**config.mk**
```make
export PLATFORM = sky130hd
export DESIGN_NAME = sc3t_csr
export DESIGN_NICKNAME = d
export VERILOG_FILES = /design/src/design/sc3t_pkg.sv /design/src/design/sc3t_csr.sv
export SDC_FILE = /design/constraint.sdc
export NUM_CORES = 1
export LEC_CHECK = 0
export BUFFER_PORTS_ARGS = -buffer_cell sky130_fd_sc_hd__buf_2
export CORE_UTILIZATION = 51
export DETAILED_ROUTE_END_ITERATION = 10
export GPL_TIMING_DRIVEN = 0
export PLACE_DENSITY = 0.86
export SLEW_MARGIN = 15
export SYNTH_ARGS = -nofsm -noshare
export SYNTH_HDL_FRONTEND = slang
export SYNTH_SLANG_ARGS = --single-unit
export TNS_END_PERCENT = 5
```
**constraint.sdc**
```tcl
create_clock -name clock -period 1.8 [get_ports clock]
set_input_delay 0.36 -clock clock [delete_from_list [all_inputs] [get_ports clock]]
set_output_delay 0.36 -clock clock [all_outputs]
set_load 0.01 [all_outputs]
```
**src/design/sc3t_pkg.sv**
```systemverilog
// Shared constants, types and register codes of the strided 3x3 convolution block.
// No dependencies; the design files refer to it by scoped names, the bench imports it.
`default_nettype none

package sc3t_pkg;

   localparam int MAX_WIDTH   = 1024;
   localparam int KERNEL_SIZE = 3;
   localparam int COEFF_BITS  = 16;
   localparam int COEFF_SLOT  = 16;

   localparam int PIX_W     = 8;
   localparam int POS_W     = 10;
   localparam int SIZE_W    = 11;
   localparam int STRIDE_W  = 8;
   localparam int THR_W     = 28;
   localparam int ROW_REG_W = KERNEL_SIZE * COEFF_SLOT;

   localparam int MAX_ROWS  = 1 << POS_W;
   localparam int W_CAP     = (MAX_WIDTH < (1 << POS_W)) ? MAX_WIDTH : (1 << POS_W);
   localparam int LINE_AW   = $clog2(MAX_WIDTH);
   localparam int LINE_DW   = 2 * PIX_W;

   localparam int PHASE_W   = STRIDE_W;
   localparam int REM_W     = STRIDE_W + 1;
   localparam int REM_CNT_W = $clog2(POS_W);

   localparam int PROD_W    = PIX_W + 1 + COEFF_BITS;
   localparam int ROWSUM_W  = PROD_W + 2;
   localparam int SUM_W     = PROD_W + 4;

   localparam int CSR_AW    = 6;
   localparam int CSR_DW    = 64;
   localparam int REG_IDX_W = CSR_AW - 3;

   localparam logic [REG_IDX_W-1:0] REG_IMAGE_WIDTH  = 3'd0;
   localparam logic [REG_IDX_W-1:0] REG_IMAGE_HEIGHT = 3'd1;
   localparam logic [REG_IDX_W-1:0] REG_STRIDE       = 3'd2;
   localparam logic [REG_IDX_W-1:0] REG_THRESHOLD    = 3'd3;
   localparam logic [REG_IDX_W-1:0] REG_COEFF_TOP    = 3'd4;
   localparam logic [REG_IDX_W-1:0] REG_COEFF_MIDDLE = 3'd5;
   localparam logic [REG_IDX_W-1:0] REG_COEFF_BOTTOM = 3'd6;

   localparam logic [SIZE_W-1:0]   RESET_WIDTH     = 11'd640;
   localparam logic [SIZE_W-1:0]   RESET_HEIGHT    = 11'd480;
   localparam logic [STRIDE_W-1:0] RESET_STRIDE    = 8'd4;
   localparam logic [THR_W-1:0]    RESET_THRESHOLD = 28'd14592;

   typedef enum logic [1:0] {
      ST_CLEAR,
      ST_RUN,
      ST_REMAP
   } state_type;

   typedef struct packed {
      logic [SIZE_W-1:0]                        image_width;
      logic [SIZE_W-1:0]                        image_height;
      logic [STRIDE_W-1:0]                      stride;
      logic [THR_W-1:0]                         threshold;
      logic [KERNEL_SIZE-1:0][ROW_REG_W-1:0]    coeff_rows;
   } cfg_type;

   typedef struct packed {
      logic             on_grid;
      logic [POS_W-1:0] out_row;
      logic [POS_W-1:0] out_col;
      logic             frame_end;
   } meta_type;

   // [row][column], row 0 oldest line, column 0 oldest pixel
   typedef logic [KERNEL_SIZE-1:0][KERNEL_SIZE-1:0][PIX_W-1:0] window_type;

endpackage

`default_nettype wire

```
**src/design/sc3t_csr.sv**
```systemverilog
// Configuration register file with its APB-style access port.
// Depends on sc3t_pkg for the register codes, reset values and cfg_type.
`default_nettype none

module sc3t_csr (
   input  wire logic                         clock,
   input  wire logic                         reset,
   input  wire logic                         psel,
   input  wire logic                         penable,
   input  wire logic                         pwrite,
   input  wire logic [sc3t_pkg::CSR_AW-1:0]  paddr,
   input  wire logic [sc3t_pkg::CSR_DW-1:0]  pwdata,
   output logic      [sc3t_pkg::CSR_DW-1:0]  prdata,
   output logic                              pready,
   output sc3t_pkg::cfg_type                 cfg,
   output logic                              stride_write
);

   logic [sc3t_pkg::REG_IDX_W-1:0] idx;
   logic                           wr_en;
   sc3t_pkg::cfg_type              cfg_ff;

   assign idx          = paddr[sc3t_pkg::CSR_AW-1 -: sc3t_pkg::REG_IDX_W];
   assign pready       = 1'b1;
   assign wr_en        = psel & penable & pwrite & pready;
   assign stride_write = wr_en && (idx == sc3t_pkg::REG_STRIDE);
   assign cfg          = cfg_ff;

   always_ff @(posedge clock) begin
      if (reset) begin
         cfg_ff.image_width  <= sc3t_pkg::RESET_WIDTH;
         cfg_ff.image_height <= sc3t_pkg::RESET_HEIGHT;
         cfg_ff.stride       <= sc3t_pkg::RESET_STRIDE;
         cfg_ff.threshold    <= sc3t_pkg::RESET_THRESHOLD;
         cfg_ff.coeff_rows   <= '0;
      end else if (wr_en) begin
         unique case (idx)
            sc3t_pkg::REG_IMAGE_WIDTH:
               cfg_ff.image_width <= pwdata[sc3t_pkg::SIZE_W-1:0];
            sc3t_pkg::REG_IMAGE_HEIGHT:
               cfg_ff.image_height <= pwdata[sc3t_pkg::SIZE_W-1:0];
            sc3t_pkg::REG_STRIDE:
               cfg_ff.stride <= pwdata[sc3t_pkg::STRIDE_W-1:0];
            sc3t_pkg::REG_THRESHOLD:
               cfg_ff.threshold <= pwdata[sc3t_pkg::THR_W-1:0];
            sc3t_pkg::REG_COEFF_TOP:
               cfg_ff.coeff_rows[0] <= pwdata[sc3t_pkg::ROW_REG_W-1:0];
            sc3t_pkg::REG_COEFF_MIDDLE:
               cfg_ff.coeff_rows[1] <= pwdata[sc3t_pkg::ROW_REG_W-1:0];
            sc3t_pkg::REG_COEFF_BOTTOM:
               cfg_ff.coeff_rows[2] <= pwdata[sc3t_pkg::ROW_REG_W-1:0];
            default: begin
            end
         endcase
      end
   end

   always_comb begin
      unique case (idx)
         sc3t_pkg::REG_IMAGE_WIDTH:  prdata = sc3t_pkg::CSR_DW'(cfg_ff.image_width);
         sc3t_pkg::REG_IMAGE_HEIGHT: prdata = sc3t_pkg::CSR_DW'(cfg_ff.image_height);
         sc3t_pkg::REG_STRIDE:       prdata = sc3t_pkg::CSR_DW'(cfg_ff.stride);
         sc3t_pkg::REG_THRESHOLD:    prdata = sc3t_pkg::CSR_DW'(cfg_ff.threshold);
         sc3t_pkg::REG_COEFF_TOP:    prdata = sc3t_pkg::CSR_DW'(cfg_ff.coeff_rows[0]);
         sc3t_pkg::REG_COEFF_MIDDLE: prdata = sc3t_pkg::CSR_DW'(cfg_ff.coeff_rows[1]);
         sc3t_pkg::REG_COEFF_BOTTOM: prdata = sc3t_pkg::CSR_DW'(cfg_ff.coeff_rows[2]);
         default:                    prdata = '0;
      endcase
   end

endmodule

`default_nettype wire

```
==> results.yml <==
status:
  status: "complete, but fails checks"
  violations: "negative setup slack"
finish:
  fin_nets: 1573
  final_common_cell: "buf_2"
  area_growth_pct: 30.8
  final_area_sq_mm: 0.0129
  most-common-layout-cells: "buf_2, dfxtp_1, nand3_1"
  antenna_cells: 0
  multi_input_area_sq_mm: 0.00523
  drive_above_1_share: 0.321
  largest_reg_flops: 202
  nFillCells: 1500
  regArea_sq_mm: 0.00408
power:
  p_leak_nw: 5.86
  powerDensity_mw_per_mm2: 784
  power_mw: 10.1
  peakVddDrop_uv: 589
min_path:
  min_path_type: "in2reg"
  min_path_cells: 3
  min-delay-start: "pwdata[33]"
timing:
  setup_viol: 16
  slew_headroom: 0.464
  hold_viol: 0
  period_share: 1.08
  slew_violations: 0
  fin_skew_ns: 0
  finalCriticalPeriod_ns: 1.94
  tightest_slew_ns: 0.805
  worst_slack_ns: -0.137
  fmax_mhz: 516
  rsz0062_at_grt: "yes"
route:
  wire_per_inst_um: 21.9
  vias: 10900
  drc: 0
  drt_pass1_iterations: 7
  antenna_left: 0
  drt-total-wl_um: 38100
  drt-initial-drc-count: 1275
  post_drt_via_cell_ratio: 6.23
global_route:
  grt_max_degree: 14
  grt_antenna_before_repair: 0
  grt_pass1_vias: 10200
  grt_pass1_wl_um: 57600
  gr-total-overflow: 0
  grt_use_total: 0.374
floorplan:
  start_util: 0.524
  fp.dieW_um: 141
  placementRows: 50
  ioPinCount: 343
  die_area_sq_mm: 0.0198
  core_sq_mm: 0.0188
  die_h_um: 141
clock_network:
  clkTransAtPathRegs_ns: 0.06
  ctsHoldBuffers: 0
  root_buffer: "clkbuf_16"
  cts_tree: "built"
  clk_path_buf_depth: 3
  cts_sinks: 202
  clk-insertion-delay-late_ns: 0.51
  cts_buffers: 21
  htree_levels: 1
placed_design:
  dpl_cell_area_sq_mm: 0.0117
  hpwl_um: 26700
  gp_congestion: 0.914
  portBuffers: 305
synthesis:
  yosysUniqueCellTypes: 39
  synthCells: 1136
  seq_area_frac_synth: 0.411
  syn_avg_cell_area_sq_um: 8.65
  ys.warnings.count: 0
  synth_area_sq_mm: 0.00983
  yosys_register_bits: 202
critical_path:
  r2r_start: "cfg[187]"
  crit_required_ns: 1.44
  crit_path_start: "paddr[4]"
  criticalPathCategory: "in2out"
  cp.arrival_ns: 1.58
  cp_max_fo: 10
  cp-end-kind: "primary output"
  r2r_cells: 2
  start_kind: "primary input"
flow_run:
  drv_cap: 0
power by group:
part	internal (mW)	switching, mW	total (mW)
logic	0.393	0.704	1.10
registers	4.50	0.0305	4.53
clock network	2.56	1.88	4.45
layer usage:
| layer | global-route usage | up-vias | wire, um |
|---|---|---|---|
| li1 | - | 4739 | - |
| met1 | 0.468 | 5130 | 14400 |
| met2 | 0.617 | 810 | 17600 |
| met3 | 0.0764 | 179 | 4270 |
| met4 | 0.180 | 0 | 1950 |
| met5 | 0 | - | 0 |
final timing paths:
path / slack [ns] / to
hold / removal: 0.12 / cfg[81]
setup / recovery: -0.14 / prdata[8]
hold reg to reg: 0.49 / cfg[75]
setup reg to reg: 0.78 / cfg[187]
repair_timing:
| action | in CTS | in global routing |
|---|---|---|
| pin swaps | 12 | 4 |
| hold endpoints to repair | 0 | 0 |
| setup buffers | 16 | 2 |
| resized for setup | 94 | 18 |
| setup endpoints to repair | 48 | 46 |
| cloned | 2 | 0 |
synth_stat cells:
master     count  area [sq um]
a211oi_1       1          7.51
and3b_1        1          8.76
clkbuf_1      69           259
nor2b_1        7          43.8
buf_6          4          45.0
a211o_1        3          26.3
nor2_2         3          18.8
nand4b_1       1          8.76
mux2i_1      134          1340
o21ai_1       11          55.1
and4b_1        1          10.0
nor3_1         1          5.00
nor3_2         1          10.0
o221a_2        3          33.8
conb_1         2          7.51
a21boi_0       3          22.5
a221oi_2       4          60.1
mux2_2         4          45.0
o221a_1        5          56.3
o2bb2ai_1     20           175
a22oi_1        3          22.5
o211ai_1      17           128
buf_2         34           170
nand4_1        1          6.26
nand2b_1     114           713
and2_1        20           125
nand2_1       17          63.8
buf_1          2          7.51
nand3_1      145           726
nor2_1        15          56.3
a21oi_1      127           636
dfxtp_1      202          4040
o21ai_0      118           591
a221oi_1       5          43.8
inv_1          8          30.0
and4_1         1          8.76
nand2_2        2          12.5
buf_4         25           188
a32oi_1        2          17.5
critical path, stage by stage:
cell and delay [ns]:
buf_8 0.10, buf_8 0.15, buf_12 0.16, mux2_2 0.35, a32oi_1 0.18, o21ai_1 0.12, buf_2 0.15
cell families after synthesis:
| kind of cell | count (synthesis) | synth area share |
|---|---|---|
| other | 2 | 0.000764 |
| muxes | 138 | 0.141 |
| AOI/OAI and AO/OA | 322 | 0.191 |
| and+or+nand+nor | 330 | 0.185 |
| buffers and inverters | 142 | 0.0712 |
| DFF | 202 | 0.411 |
metrics by stage:
stage	cells	setup WS, ns	hold WS (ns)	utilization	setup TNS, ns
floorplan	1151	0.0760	0.478	-	0
global placement	1690	-0.585	0.473	0.624	-32.62
detailed placement	1690	-0.560	0.480	0.624	-34.28
CTS	1743	-0.102	0.116	0.682	-1.05
global route	1744	-0.173	0.121	0.685	-2.63
finish	1744	-0.137	0.120	0.685	-1.26
cell type report:
| class | instances | area share |
|---|---|---|
| tap | 234 | 0.0228 |
| clock inverter | 6 | 0.00681 |
| timing repair buffer | 324 | 0.134 |
| inverter | 8 | 0.00234 |
| sequential | 202 | 0.318 |
| buffer | 133 | 0.0646 |
| multi-input combinational | 808 | 0.407 |
| clock buffer | 29 | 0.0455 |
No activity file was read; power rests on OpenSTA's default activity.
