<file path="src/design/sc3t_pkg.sv">
// Shared constants, types and register codes of the strided 3x3 convolution block.
// No dependencies; the design files refer to it by scoped names, the bench imports it.
`default_nettype none

package sc3t_pkg;

   localparam int MAX_WIDTH   = 1024;
   localparam int KERNEL_SIZE = 3;
   localparam int COEFF_BITS  = 16;
   localparam int COEFF_SLOT  = 16;

   localparam int PIX_W     = 8;
   localparam int POS_W     = 10;
   localparam int SIZE_W    = 11;
   localparam int STRIDE_W  = 8;
   localparam int THR_W     = 28;
   localparam int ROW_REG_W = KERNEL_SIZE * COEFF_SLOT;

   localparam int MAX_ROWS  = 1 << POS_W;
   localparam int W_CAP     = (MAX_WIDTH < (1 << POS_W)) ? MAX_WIDTH : (1 << POS_W);
   localparam int LINE_AW   = $clog2(MAX_WIDTH);
   localparam int LINE_DW   = 2 * PIX_W;

   localparam int PHASE_W   = STRIDE_W;
   localparam int REM_W     = STRIDE_W + 1;
   localparam int REM_CNT_W = $clog2(POS_W);

   localparam int PROD_W    = PIX_W + 1 + COEFF_BITS;
   localparam int ROWSUM_W  = PROD_W + 2;
   localparam int SUM_W     = PROD_W + 4;

   localparam int CSR_AW    = 6;
   localparam int CSR_DW    = 64;
   localparam int REG_IDX_W = CSR_AW - 3;

   localparam logic [REG_IDX_W-1:0] REG_IMAGE_WIDTH  = 3'd0;
   localparam logic [REG_IDX_W-1:0] REG_IMAGE_HEIGHT = 3'd1;
   localparam logic [REG_IDX_W-1:0] REG_STRIDE       = 3'd2;
   localparam logic [REG_IDX_W-1:0] REG_THRESHOLD    = 3'd3;
   localparam logic [REG_IDX_W-1:0] REG_COEFF_TOP    = 3'd4;
   localparam logic [REG_IDX_W-1:0] REG_COEFF_MIDDLE = 3'd5;
   localparam logic [REG_IDX_W-1:0] REG_COEFF_BOTTOM = 3'd6;

   localparam logic [SIZE_W-1:0]   RESET_WIDTH     = 11'd640;
   localparam logic [SIZE_W-1:0]   RESET_HEIGHT    = 11'd480;
   localparam logic [STRIDE_W-1:0] RESET_STRIDE    = 8'd4;
   localparam logic [THR_W-1:0]    RESET_THRESHOLD = 28'd14592;

   typedef enum logic [1:0] {
      ST_CLEAR,
      ST_RUN,
      ST_REMAP
   } state_type;

   typedef struct packed {
      logic [SIZE_W-1:0]                        image_width;
      logic [SIZE_W-1:0]                        image_height;
      logic [STRIDE_W-1:0]                      stride;
      logic [THR_W-1:0]                         threshold;
      logic [KERNEL_SIZE-1:0][ROW_REG_W-1:0]    coeff_rows;
   } cfg_type;

   typedef struct packed {
      logic             on_grid;
      logic [POS_W-1:0] out_row;
      logic [POS_W-1:0] out_col;
      logic             frame_end;
   } meta_type;

   // [row][column], row 0 oldest line, column 0 oldest pixel
   typedef logic [KERNEL_SIZE-1:0][KERNEL_SIZE-1:0][PIX_W-1:0] window_type;

endpackage

`default_nettype wire

</file>
<file path="src/design/sc3t_filter.sv">
// Flipped 3x3 multiply-accumulate and threshold compare, three register stages deep,
// ending in the result register. Depends on sc3t_pkg for widths and types.
`default_nettype none

module sc3t_filter (
   input  wire logic                                    clock,
   input  wire logic                                    reset,
   input  wire logic                                    in_valid,
   output logic                                         in_ready,
   input  wire sc3t_pkg::window_type                    in_window,
   input  wire sc3t_pkg::meta_type                      in_meta,
   input  wire logic [sc3t_pkg::KERNEL_SIZE-1:0][sc3t_pkg::ROW_REG_W-1:0] coeff_rows,
   input  wire logic [sc3t_pkg::THR_W-1:0]              threshold,
   output logic                                         rsp_valid,
   input  wire logic                                    rsp_stall,
   output logic                                         rsp_moving,
   output logic      [sc3t_pkg::POS_W-1:0]              rsp_out_row,
   output logic      [sc3t_pkg::POS_W-1:0]              rsp_out_col,
   output logic                                         rsp_frame_end
);

   localparam int K = sc3t_pkg::KERNEL_SIZE;

   logic                                   p_valid_ff;
   logic                                   p_ready;
   logic signed [sc3t_pkg::PROD_W-1:0]     prod_ff [K][K];
   logic signed [sc3t_pkg::PROD_W-1:0]     prod_in [K][K];
   sc3t_pkg::meta_type                     p_meta_ff;

   logic                                   r_valid_ff;
   logic                                   r_ready;
   logic signed [sc3t_pkg::ROWSUM_W-1:0]   rowsum_ff [K];
   logic signed [sc3t_pkg::ROWSUM_W-1:0]   rowsum_in [K];
   sc3t_pkg::meta_type                     r_meta_ff;

   logic                                   o_valid_ff;
   logic                                   o_en;
   logic                                   moving_ff;
   logic                                   moving_in;
   sc3t_pkg::meta_type                     o_meta_ff;
   logic signed [sc3t_pkg::SUM_W-1:0]      sum;
   logic signed [sc3t_pkg::SUM_W-1:0]      thr_ext;

   function automatic logic signed [sc3t_pkg::COEFF_BITS-1:0] coeff_at(
      input logic [K-1:0][sc3t_pkg::ROW_REG_W-1:0] rows,
      input int                                  r,
      input int                                  n
   );
      logic [sc3t_pkg::ROW_REG_W-1:0] row;
      row = rows[r];
      return $signed(row[n*sc3t_pkg::COEFF_SLOT +: sc3t_pkg::COEFF_BITS]);
   endfunction

   assign o_en     = !o_valid_ff || !rsp_stall;
   assign r_ready  = !r_valid_ff || o_en;
   assign p_ready  = !p_valid_ff || r_ready;
   assign in_ready = p_ready;

   // mask flipped in both directions
   always_comb begin
      for (int m = 0; m < K; m++) begin
         for (int n = 0; n < K; n++) begin
            prod_in[m][n] = $signed({1'b0, in_window[m][n]})
                          * coeff_at(coeff_rows, K - 1 - m, K - 1 - n);
         end
      end
   end

   always_comb begin
      for (int m = 0; m < K; m++) begin
         rowsum_in[m] = sc3t_pkg::ROWSUM_W'(prod_ff[m][0])
                      + sc3t_pkg::ROWSUM_W'(prod_ff[m][1])
                      + sc3t_pkg::ROWSUM_W'(prod_ff[m][2]);
      end
   end

   always_comb begin
      sum = sc3t_pkg::SUM_W'(rowsum_ff[0]) + sc3t_pkg::SUM_W'(rowsum_ff[1])
          + sc3t_pkg::SUM_W'(rowsum_ff[2]);
      thr_ext = $signed({{(sc3t_pkg::SUM_W - sc3t_pkg::THR_W){threshold[sc3t_pkg::THR_W-1]}},
                         threshold});
      moving_in = r_meta_ff.on_grid && (sum >= thr_ext);
   end

   always_ff @(posedge clock) begin
      if (reset) begin
         p_valid_ff <= 1'b0;
         r_valid_ff <= 1'b0;
         o_valid_ff <= 1'b0;
      end else begin
         if (p_ready) begin
            p_valid_ff <= in_valid;
         end
         if (r_ready) begin
            r_valid_ff <= p_valid_ff;
         end
         if (o_en) begin
            o_valid_ff <= r_valid_ff;
         end
      end
   end

   always_ff @(posedge clock) begin
      if (p_ready && in_valid) begin
         prod_ff   <= prod_in;
         p_meta_ff <= in_meta;
      end
      if (r_ready && p_valid_ff) begin
         rowsum_ff <= rowsum_in;
         r_meta_ff <= p_meta_ff;
      end
      if (o_en && r_valid_ff) begin
         moving_ff <= moving_in;
         o_meta_ff <= r_meta_ff;
      end
   end

   assign rsp_valid     = o_valid_ff;
   assign rsp_moving    = moving_ff;
   assign rsp_out_row   = o_meta_ff.out_row;
   assign rsp_out_col   = o_meta_ff.out_col;
   assign rsp_frame_end = o_meta_ff.frame_end;

endmodule

`default_nettype wire

</file>
<file path="config.mk">
export PLATFORM = sky130hd
export DESIGN_NAME = sc3t_filter
export DESIGN_NICKNAME = d
export VERILOG_FILES = /design/src/design/sc3t_pkg.sv /design/src/design/sc3t_filter.sv
export SDC_FILE = /design/constraint.sdc
export NUM_CORES = 2
export LEC_CHECK = 0
export BUFFER_PORTS_ARGS = -buffer_cell sky130_fd_sc_hd__buf_2
export CAP_MARGIN = 10
export CORE_ASPECT_RATIO = 0.8
export CORE_MARGIN = 5
export CORE_UTILIZATION = 55
export CTS_BUF_LIST = sky130_fd_sc_hd__clkbuf_16
export CTS_CLUSTER_SIZE = 28
export DETAILED_ROUTE_END_ITERATION = 16
export PLACE_DENSITY = 0.73
export SLEW_MARGIN = 20
export SYNTH_ARGS = -nofsm -noshare
export SYNTH_HDL_FRONTEND = slang
export SYNTH_SLANG_ARGS = --single-unit
</file>
<file path="constraint.sdc">
create_clock -name clock -period 11.4 [get_ports clock]
set_input_delay 2.28 -clock clock [delete_from_list [all_inputs] [get_ports clock]]
set_output_delay 2.28 -clock clock [all_outputs]
set_load 0.05 [all_outputs]
</file>
==> run_results.csv <==
group,metric,value,unit
placed_design,portBuffers,293,
detailed_routing,wl_per_cell,17.0,um
cts,hold_buffers,0,
timing,slew_headroom,0.387,
yosys,postSynthAreaPerCell,9.96,um^2
yosys,synthTopCellsByArea,"fa_1 (34%), edfxtp_1 (19%), ha_1 (12%), inv_1 (8.5%), and2_1 (7.6%)",
yosys,synth.most_common_cell,"inv_1",
final_layout,finalNetCount,8125,
yosys,synth-edff-count,372,
yosys,synthTopCellsByCount,"inv_1 (1343), fa_1 (1024), and2_1 (722), ha_1 (581), nand2_1 (535)",
cts,clock-root-buffer,"clkbuf_16",
worst_hold_path,hold_depth,0,
floorplan,core_area,108000,um^2
run,drv_cap,0,
floorplan,start_util,0.551,
detailed_routing,drt_wl_total,132000,um
critical_path,r2r_end,"rsp_moving",
timing,timing.fmax,0.149,GHz
global_routing,grt_pass1_wl,219000,um
yosys,syn-cell-area,59600,um^2
final_layout,synthToLayoutAreaGrowth,7.45,%
yosys,syn_inst,5985,
critical_path,path_class,"in2reg",
yosys,syn_nets,7860,
timing,maxSlewViolCount,0,
yosys,synth_cell_types,72,
global_routing,track_usage,0.235,
final_layout,fin_util,0.593,
cts,ctsResizeCount,0,
yosys,synth-seq-area-share,0.188,
floorplan,rows,108,
timing,worst_clock_skew,0.0239,ns
timing,fin_setup_tns,0,ns
floorplan,die_w,378,um
critical_path,endpoint,"prod_ff[199]",
detailed_routing,drt-pass1-iter-count,5,
cts,clk_pin_slew,0.06,ns
critical_path,cp-end-kind,"flop",
detailed_routing,num_vias,41087,
detailed_routing,postRouteAntennaNets,0,
cts,clockBufferDepth,3,
critical_path,crit_top_cell,"fa_1",
cts,tritoncts,"done",
yosys,ys_ff_latch,375,
critical_path,cp.arrival,7.05,ns
critical_path,cpMaxStageDelayCell,"fa_1",
placed_design,gp_congestion,0.883,
timing,worst_pin_slew,0.920,ns
timing,setup_violations,0,
global_routing,grt_pass1_vias,42389,
yosys,synth_flop_cell,"edfxtp_1",
final_layout,final_layout_size_suffix_gt1_frac,0.0624,
global_routing,grt.overflow.total,0,
critical_path,start_kind,"primary input",
yosys,synth_top_area_cell,"fa_1",
critical_path,reg2regPathDepth,20,
timing,period_needed,6.72,ns
yosys,postSynth.asyncResetShare,0,
cts,htree_levels,2,
final_layout,multi_input_area,43100,um^2
critical_path,r2r-start,"rowsum_ff[55]",
yosys,yosys_warnings,0,
timing,hold_violations,0,
critical_path,cp_max_fo,16,
critical_path,cp.required,11.72,ns
global_routing,antenna_found_initial,25,
outcome,status,"finished, final reports clean",
critical_path,r2r_slack,5.79,ns
critical_path,cpPeakStageDelay,0.55,ns
cts,cts_buffers,40,
final_layout,ff_latch_area,11200,um^2
cts,cts_setup_buffers,0,
timing,fin_crit_sh,0.590,
cts,clk_latency,0.59,ns
floorplan,dieArea,115000,um^2
timing,rsz0062_at_grt,"false",
floorplan,die_h,304,um
detailed_routing,drtIter0Drc,2495,
yosys,synth_top_area_share,0.344,
floorplan,ioPinCount,294,
final_layout,n_fill_cell,9209,
detailed_routing,vias_per_cell,5.32,
critical_path,crit_start,"in_window[8]",
cts,clkSinkCount,375,
worst_hold_path,holdCritStartpoint,"r_meta_ff[20]",
critical_path,worstPathCellList,"buf_2 > nand2_1 > fa_1 > inv_1 > fa_1 > inv_1 > fa_1 > inv_1 > fa_1 > ha_1 > or3_1 > nor3_1 > nor4_1 > or3_1 > a221o_1 > a21o_1 > a21oi_2 > xnor2_1",
global_routing,grt_max_degree,83,
detailed_routing,drc,0,
placed_design,dp_hpwl,111000,um
worst_hold_path,hold_path_class,"reg2reg",
## per-stage QoR
step           setup WS, ns  instances  hold WS [ns]  area [um^2]
5_1_grt                4.45       7721         0.426        64000
4_1_cts                4.75       7710         0.420        64000
6_report               4.68       7727         0.419        64100
3_3_place_gp           4.15       7638         0.401        62600
3_5_place_dp           4.14       7638         0.405        62600
2_1_floorplan          2.38       5985         0.400        59600
## layout make-up
| type | instances | area share |
|---|---|---|
| inverter | 1343 | 0.0787 |
| clock buffer | 40 | 0.0156 |
| multi-input combinational | 4193 | 0.673 |
| timing repair buffer | 297 | 0.0234 |
| sequential | 375 | 0.175 |
| clock inverter | 32 | 0.00576 |
| antenna | 17 | 0.000664 |
| tap | 1430 | 0.0279 |
## worst min path at each step
stage	slack, ns	to
detailed placement	0.40	r_meta_ff[14]
finish	0.42	rsp_out_row[9]
CTS	0.42	r_meta_ff[3]
floorplan	0.40	r_meta_ff[0]
global route	0.43	rsp_out_row[9]
global placement	0.40	rsp_out_col[1]
## state kept, by name, indices dropped and copies added (netlist names)
register / count
rsp_out_row: 10
p_meta_ff: 22
rsp_frame_end: 1
rsp_moving: 1
rsp_out_col: 10
p_valid_ff: 1
rsp_valid: 1
prod_ff: 225
rowsum_ff: 81
r_valid_ff: 1
r_meta_ff: 22
## worst max-delay path, delay by kind of cell
family                     cells  cell delay [ns]
AOI/OAI and AO/OA              3             0.71
xor gates and xnor gates       1             0.08
adders and majority gates      5             2.24
buffers and inverters          4             0.43
and+or+nand+nor                5             1.32
## cells in the final DEF (no fill, tap or decap), drive strengths merged, types with 31 or more instances in the layout
master / n
buf: 297
ha: 581
o21bai: 31
nor3: 40
a21o: 105
xnor2: 233
and2: 724
xor2: 61
nor2: 124
a21oi: 243
nor2b: 45
nand2: 535
nand2b: 38
inv: 1353
o21ai: 115
clkbuf: 40
o21a: 33
fa: 1024
nand3: 46
edfxtp: 372
## cells by family (layout without fill, tap and decap cells)
family / after synthesis / in the layout / share of synthesized area
AND/OR/NAND/NOR: 1622 / 1622 / 0.141
adder cells (fa/ha/maj): 1605 / 1605 / 0.466
buffers and inverters: 1417 / 1712 / 0.0892
AO/OA/AOI/OAI: 670 / 670 / 0.0718
flip-flops: 375 / 375 / 0.188
XOR/XNOR: 294 / 294 / 0.0432
multiplexers: 2 / 2 / 0.000378
other: 0 / 17 / 0
## per-layer routing
layer / wire length (um) / vias up / global-route usage
met5: 73 / - / 0
met4: 2360 / 12 / 0.0462
met3: 8570 / 155 / 0.0382
met2: 60800 / 1075 / 0.370
met1: 59900 / 20643 / 0.348
li1: - / 19202 / -
Power is left out: the tool's default activity adds up to more than one toggle a clock period on the data nets, which glitch-free logic cannot reach.
